<file path="config.mk">
export PLATFORM = sky130hd
export DESIGN_NAME = integer_set_table
export DESIGN_NICKNAME = d
export VERILOG_FILES = /design/src/hdl/ist_pkg.sv /design/src/hdl/ist_ctrl.sv /design/src/hdl/ist_dp.sv /design/src/hdl/integer_set_table.sv
export SDC_FILE = /design/constraint.sdc
export NUM_CORES = 1
export LEC_CHECK = 0
export BUFFER_PORTS_ARGS = -buffer_cell sky130_fd_sc_hd__buf_4
export CORE_ASPECT_RATIO = 0.6
export CORE_MARGIN = 2
export CORE_UTILIZATION = 50
export CTS_BUF_LIST = sky130_fd_sc_hd__clkbuf_4 sky130_fd_sc_hd__clkbuf_8
export DETAILED_ROUTE_END_ITERATION = 8
export PLACE_DENSITY = 0.63
export SYNTH_ARGS = -nofsm -noshare
export SYNTH_HDL_FRONTEND = slang
export SYNTH_SLANG_ARGS = --single-unit
export TNS_END_PERCENT = 10
</file>
<file path="constraint.sdc">
create_clock -name clk -period 19.94 [get_ports clk]
set_input_delay 0 -clock clk [delete_from_list [all_inputs] [get_ports clk]]
set_output_delay 0 -clock clk [all_outputs]
set_load 0.05 [all_outputs]
</file>
<file path="src/hdl/ist_pkg.sv">
// ----------------------------------------------------------------------------
// ist_pkg: shared types and codes for the integer set table
// Operation and status codes, and the command bundle that the controller
// sends to the datapath.
// ----------------------------------------------------------------------------
package ist_pkg;

  localparam logic [1:0] OP_LOOKUP = 2'd0;
  localparam logic [1:0] OP_INSERT = 2'd1;
  localparam logic [1:0] OP_DELETE = 2'd2;

  localparam logic [1:0] ST_FALSE = 2'd0;
  localparam logic [1:0] ST_TRUE  = 2'd1;
  localparam logic [1:0] ST_FULL  = 2'd2;

  localparam int unsigned OpW    = 2;
  localparam int unsigned ValueW = 32;
  localparam int unsigned StatW  = 2;
  localparam int unsigned MembW  = 5;

  typedef struct packed {
    logic load;     // capture the accepted item
    logic compare;  // compare the item against every cell
    logic update;   // apply the operation and register the result
  } ist_cmd_t;

endpackage

</file>
<file path="src/hdl/ist_ctrl.sv">
// ----------------------------------------------------------------------------
// ist_ctrl: request sequencer for the integer set table
// Steps each item through capture, compare and update, and owns the
// handshakes of both channels.
// ----------------------------------------------------------------------------
module ist_ctrl
  import ist_pkg::*;
(
  input  logic     clk,
  input  logic     rst_n,
  input  logic     in_valid,
  output logic     in_stall,
  output logic     out_valid,
  input  logic     out_stall,
  output ist_cmd_t cmd
);

  localparam logic [1:0] S_IDLE = 2'd0;
  localparam logic [1:0] S_CMP  = 2'd1;
  localparam logic [1:0] S_UPD  = 2'd2;

  logic [1:0] state_r, state_nxt;
  logic       out_valid_r, out_valid_nxt;
  logic       out_busy;

  assign out_busy    = out_valid_r && out_stall;
  assign in_stall    = (state_r != S_IDLE);
  assign out_valid   = out_valid_r;
  assign cmd.load    = in_valid && (state_r == S_IDLE);
  assign cmd.compare = (state_r == S_CMP);
  assign cmd.update  = (state_r == S_UPD) && !out_busy;

  always_comb begin
    state_nxt = state_r;
    unique case (state_r)
      S_IDLE: begin
        if (in_valid) state_nxt = S_CMP;
      end
      S_CMP: state_nxt = S_UPD;
      S_UPD: begin
        if (!out_busy) state_nxt = S_IDLE;
      end
      default: state_nxt = S_IDLE;
    endcase
  end

  always_comb begin
    out_valid_nxt = out_valid_r;
    if (out_valid_r && !out_stall) out_valid_nxt = 1'b0;
    if (cmd.update) out_valid_nxt = 1'b1;
  end

  always_ff @(posedge clk) begin
    if (!rst_n) begin
      state_r     <= S_IDLE;
      out_valid_r <= 1'b0;
    end else begin
      state_r     <= state_nxt;
      out_valid_r <= out_valid_nxt;
    end
  end

endmodule

</file>
<file path="src/hdl/ist_dp.sv">
// ----------------------------------------------------------------------------
// ist_dp: cell row and result register of the integer set table
// Holds the packed entries, compares a value against every cell at once,
// and appends, shifts out or reports as commanded.
// ----------------------------------------------------------------------------
module ist_dp
  import ist_pkg::*;
#(
  parameter int unsigned SET_CAPACITY = 16
) (
  input  logic              clk,
  input  logic              rst_n,
  input  ist_cmd_t          cmd,
  input  logic [OpW-1:0]    in_operation,
  input  logic [ValueW-1:0] in_item_value,
  output logic [StatW-1:0]  out_status,
  output logic [MembW-1:0]  out_member_count
);

  localparam int unsigned CntW = $clog2(SET_CAPACITY + 1);
  localparam int unsigned IdxW = $clog2(SET_CAPACITY);

  logic [ValueW-1:0]       cells_r [SET_CAPACITY];
  logic [CntW-1:0]         count_r, count_nxt;
  logic [OpW-1:0]          op_r;
  logic [ValueW-1:0]       value_r;
  logic [SET_CAPACITY-1:0] match_r;
  logic [StatW-1:0]        status_r, status_nxt;
  logic [MembW-1:0]        member_r;
  logic [CntW+MembW-1:0]   count_ext;

  logic            hit;
  logic [IdxW-1:0] hit_idx;
  logic            do_append;
  logic            do_remove;
  logic [IdxW-1:0] tail_idx;

  assign hit      = |match_r;
  assign tail_idx = count_r[IdxW-1:0];
  assign count_ext = {{MembW{1'b0}}, count_nxt};

  always_comb begin
    hit_idx = '0;
    for (int i = 0; i < SET_CAPACITY; i++) begin
      if (match_r[i]) hit_idx = hit_idx | IdxW'(i);
    end
  end

  always_comb begin
    status_nxt = ST_FALSE;
    count_nxt  = count_r;
    do_append  = 1'b0;
    do_remove  = 1'b0;
    case (op_r)
      OP_LOOKUP: status_nxt = hit ? ST_TRUE : ST_FALSE;
      OP_INSERT: begin
        if (hit) begin
          status_nxt = ST_FALSE;
        end else if (count_r == CntW'(SET_CAPACITY)) begin
          status_nxt = ST_FULL;
        end else begin
          status_nxt = ST_TRUE;
          do_append  = 1'b1;
          count_nxt  = count_r + CntW'(1);
        end
      end
      OP_DELETE: begin
        if (hit) begin
          status_nxt = ST_TRUE;
          do_remove  = 1'b1;
          count_nxt  = count_r - CntW'(1);
        end
      end
      default: status_nxt = ST_FALSE;
    endcase
  end

  always_ff @(posedge clk) begin
    if (cmd.load) begin
      op_r    <= in_operation;
      value_r <= in_item_value;
    end
    if (cmd.compare) begin
      for (int i = 0; i < SET_CAPACITY; i++) begin
        match_r[i] <= (cells_r[i] == value_r) && (CntW'(i) < count_r);
      end
    end
    if (cmd.update) begin
      status_r <= status_nxt;
      member_r <= count_ext[MembW-1:0];
      for (int i = 0; i < SET_CAPACITY; i++) begin
        if (do_append && (tail_idx == IdxW'(i))) begin
          cells_r[i] <= value_r;
        end
      end
      for (int i = 0; i + 1 < SET_CAPACITY; i++) begin
        if (do_remove && (IdxW'(i) >= hit_idx) && (CntW'(i + 1) < count_r)) begin
          cells_r[i] <= cells_r[i + 1];
        end
      end
    end
  end

  always_ff @(posedge clk) begin
    if (!rst_n) begin
      count_r <= '0;
    end else if (cmd.update) begin
      count_r <= count_nxt;
    end
  end

  assign out_status       = status_r;
  assign out_member_count = member_r;

endmodule

</file>
<file path="src/hdl/integer_set_table.sv">
// ----------------------------------------------------------------------------
// integer_set_table: fixed-capacity set of distinct signed 32-bit values
// Lookup, insert and delete requests against a packed, insertion-ordered
// row of SET_CAPACITY cells.
// ----------------------------------------------------------------------------
// Usage
//   Input channel in_*: in_operation (0 lookup, 1 insert, 2 delete) and
//   in_item_value. An item is taken when in_valid is high and in_stall low.
//   Result channel out_*: out_status (0 false, 1 true, 2 full) and
//   out_member_count, the number of stored values after the request.
//   Every item gives exactly one result, in order.
//   Sequence: an item passes through capture, a compare of the value against
//   all cells at once, then the update, which writes the result into the
//   output register. No new item is taken until the update of the last one
//   is done, and that update holds while the output register is stalled.
//   The compare-then-update order of the cell row sets these steps.
//   A delete moves every later cell down one place in the update cycle.
//   Reset empties the set at once; no clearing pass is needed.
//   While the receiver stalls a pending result, a new item may still be
//   taken; its update holds until the output register is free.
// ----------------------------------------------------------------------------
module integer_set_table
  import ist_pkg::*;
#(
  parameter int unsigned SET_CAPACITY = 16
) (
  input  logic                     clk,
  input  logic                     rst_n,
  input  logic                     in_valid,
  output logic                     in_stall,
  input  logic [1:0]               in_operation,
  input  logic signed [31:0]       in_item_value,
  output logic                     out_valid,
  input  logic                     out_stall,
  output logic [1:0]               out_status,
  output logic [4:0]               out_member_count
);

  ist_cmd_t cmd;

  ist_ctrl u_ctrl (
    .clk       (clk),
    .rst_n     (rst_n),
    .in_valid  (in_valid),
    .in_stall  (in_stall),
    .out_valid (out_valid),
    .out_stall (out_stall),
    .cmd       (cmd)
  );

  ist_dp #(
    .SET_CAPACITY (SET_CAPACITY)
  ) u_dp (
    .clk              (clk),
    .rst_n            (rst_n),
    .cmd              (cmd),
    .in_operation     (in_operation),
    .in_item_value    (in_item_value),
    .out_status       (out_status),
    .out_member_count (out_member_count)
  );

endmodule

</file>
==> flow_summary_export.csv <==
group,metric,value,unit
status,outcome,"complete, no violations",
global_routing,overflow,0,
critical_path,crit_start,"u_dp.match_r[7]$_DFFE_PN_",
timing,fin_crit,5.98,ns
yosys,synth_common_cells,"569 x edfxtp_1, 417 x nand2_1, 345 x xor2_1",
place,hpwl,63700,um
yosys,synthFlopType,"edfxtp_1",
yosys,netlist_top_cells_area,"edfxtp_1 53%, xor2_1 9.5%, mux2_4 9.4%",
floorplanning,die_w,330,um
pwr,switching_share,0.247,
timing,timing_hold_violations_final,0,
pwr,intPower,1.93,mW
timing,tightest_slew,1.32,ns
layout,nFillCells,5172,
yosys,yosys_warnings,0,
clock_network,cts_tree,"yes",
yosys,synthCells,2607,
floorplanning,start_util,0.508,
critical_path,crit_type,"flop to flop",
global_routing,grt_max_degree,126,
pwr,power_density,72.9,nW/um^2
clock_network,cts_buffers,88,
yosys,syn_area,32000,sq um
pwr,power,2.56,mW
hold_path,hold_path.class,"input port to flop",
place,dp_cells,3328,
layout,drive_above_1_share,0.204,
global_routing,grt_pass1_vias,20600,
clock_network,post-cts-setup-buffers,0,
pwr,ir_drop,43.2,uV
route,wl_per_cell,27.1,um
timing,rsz0062_at_grt,"false",
critical_path,worstPathRequired,20.40,ns
critical_path,rr_startpoint,"u_dp.match_r[7]$_DFFE_PN_",
clock_network,h-tree-depth,3,
place,io_buffers,46,
global_routing,grtUsageTotal,0.292,
critical_path,r2r_setup_slack,13.96,ns
floorplanning,die_height,200,um
pwr,p_seq_frac,0.522,
critical_path,start_kind,"flop",
pwr,switchingPower,633,uW
route,drc_errors,0,
layout,nets,2697,
yosys,synth_fp_nets,2654,
floorplanning,core_area,63000,sq um
flow_run,cap_violations,0,
place,place_congestion,0.997,
layout,stdcell_count,3553,
yosys,synth_most_common_cell,"edfxtp_1",
route,postRouteAntennaNets,0,
timing,setup_viol,0,
pwr,comb_power_share,0.090,
critical_path,endpoint,"u_dp.cells_r[0][43]$_DFFE_PP_",
yosys,synth_top_area_frac,0.534,
yosys,yosysTopAreaCell,"edfxtp_1",
route,wirelength,96400,um
clock_network,cts-root-buf,"clkbuf_8",
global_routing,grt_pass1_wl,140000,um
timing,fin_hold_ws,0.103,ns
yosys,netlist-cell-type-count,63,
timing,max_freq,167,MHz
timing,period_share,0.300,
critical_path,arrival,6.44,ns
timing,setup-tns-final,0,ns
global_routing,grt_antenna_before_repair,4,
pwr,clkPwrFrac,0.387,
yosys,synth-seq-cells,577,
yosys,ys_async_sr_fraction,0,
clock_network,clkLatencyLatePin,0.72,ns
layout,syn_to_final_growth,10.0,%
timing,slew_headroom,0.118,
floorplanning,rows,71,
clock_network,cts.path.max_buffers,3,
timing,drv_slew,0,
route,drt_iter0_markers,2772,
floorplanning,die_area,66100,sq um
timing,skew,0.0328,ns
route,drt-pass1-iter-count,6,
critical_path,worst-r2r-cell-count,11,
clock_network,clock-sinks,577,
critical_path,rr_endpoint,"u_dp.cells_r[0][43]$_DFFE_PP_",
clock_network,path_clk_slew,0.07,ns
pwr,leakage,12.8,nW
floorplanning,io_pins,47,
route,vias_per_cell,6.02,
clock_network,cts_resized,0,
critical_path,cp_max_fo,125,
yosys,ys_seq_area_frac,0.539,
yosys,synth_edf_count,569,
route,via_count,21400,
critical_path,endpoint_kind,"flop",
yosys,syn_avg_cell_area,12.3,sq um
clock_network,cts-hold-fix-buffers,71,
==> power by group through the flow <==
stage,combinational [mW],clock [mW],sequential [mW]
after CTS,0.227,1.00,1.34
after detailed placement,0.214,0,1.37
after global routing,0.242,1.05,1.34
after floorplan,0.146,0,1.36
final,0.232,0.993,1.34
after global placement,0.211,0,1.37
==> placed cells by master (no fill, tap or decap), drive strengths merged, types with 2 or more instances in the layout <==
master       count
a2111oi          2
a21boi           2
a21oi          206
a22o             6
a311oi           3
a31o             3
a31oi            7
a32o             2
and2             3
and3             6
buf            121
clkbuf         125
clkinv          22
dfxtp            8
diode            2
dlygate4sd3     71
edfxtp         569
ha               9
inv             16
mux2           288
mux2i            2
nand2          418
nand2b           3
nand3           23
nand4           60
nand4bb          2
nor2            20
nor2b           35
nor3            11
nor4           115
o21a             2
o21ai           11
o21ba            2
o32ai            2
o41ai            2
or2              3
or4              3
xnor2          170
xor2           345
==> final cells by class <==
| type | instances | area, sq um | share of cell area |
|---|---|---|---|
| Sequential cell | 577 | 17200 | 0.490 |
| Multi-Input combinational cell | 1779 | 13500 | 0.385 |
| Timing Repair Buffer | 192 | 1630 | 0.0464 |
| Clock buffer | 125 | 1510 | 0.0429 |
| Tap cell | 839 | 1050 | 0.0298 |
| Clock inverter | 27 | 164 | 0.00466 |
| Inverter | 12 | 45.0 | 0.00128 |
| Antenna cell | 2 | 5.00 | 0.000142 |
==> worst min-delay path by stage <==
stage,from,slack [ns],endpoint,cells past startpoint
2_1_floorplan,in_operation[0],0.1,u_dp.op_r[0]$_DFFE_PP_,0
3_3_place_gp,in_item_value[24],0.18,u_dp.value_r[24]$_DFFE_PP_,1
3_5_place_dp,in_item_value[18],0.18,u_dp.value_r[18]$_DFFE_PP_,1
4_1_cts,in_item_value[26],0.01,u_dp.value_r[26]$_DFFE_PP_,2
5_1_grt,in_item_value[26],0.06,u_dp.value_r[26]$_DFFE_PP_,2
6_report,in_item_value[26],0.10,u_dp.value_r[26]$_DFFE_PP_,2
==> state kept, by name (all words and copies together), names as in the netlist <==
register,cells
u_dp.match_r,16
u_dp.op_r,2
u_ctrl.out_valid,1
u_dp.out_member_count,5
u_dp.count_r,5
u_dp.value_r,32
u_dp.cells_r,512
u_dp.out_status,2
u_ctrl.state_r,2
==> metal layers <==
metal  vias up  GRT usage  wire length (um)  share of wire
li1       9335          -                 -              -
met1     10800      0.448             43600           0.45
met2      1155      0.395             38600           0.40
met3       131     0.0936             12200           0.13
met4         4     0.0685              1800          0.019
met5         -     0.0145               149         0.0015
==> through the flow <==
stage | cell area (sq um) | worst slack, ns | utilization
CTS | 35200 | 14.22 | 0.559
global placement | 32800 | 14.36 | 0.521
floorplan | 32000 | 12.17 | -
global route | 35200 | 13.91 | 0.559
finish | 35200 | 13.96 | 0.559
detailed placement | 32800 | 14.30 | 0.521
==> cell families after synthesis <==
| group | count (synthesis) | synth area share |
|---|---|---|
| flops | 577 | 0.539 |
| simple gates | 707 | 0.106 |
| buf+inv | 251 | 0.0395 |
| xor+xnor | 515 | 0.141 |
| fa+ha+maj | 9 | 0.00352 |
| mux | 290 | 0.126 |
| compound gates | 258 | 0.0448 |
==> worst max-delay path, cell delays in order (launching register included) <==
cell and delay, ns:
edfxtp_1 0.42, nor4_2 0.93, and2_1 0.31, mux2i_1 0.13, a31o_1 0.24, buf_4 0.27, nand4bb_1 0.31, nor4_4 0.32
buf_4 0.55, buf_4 0.88, buf_12 0.62, mux2_2 0.42
No activity file was read; power rests on OpenSTA's default activity.
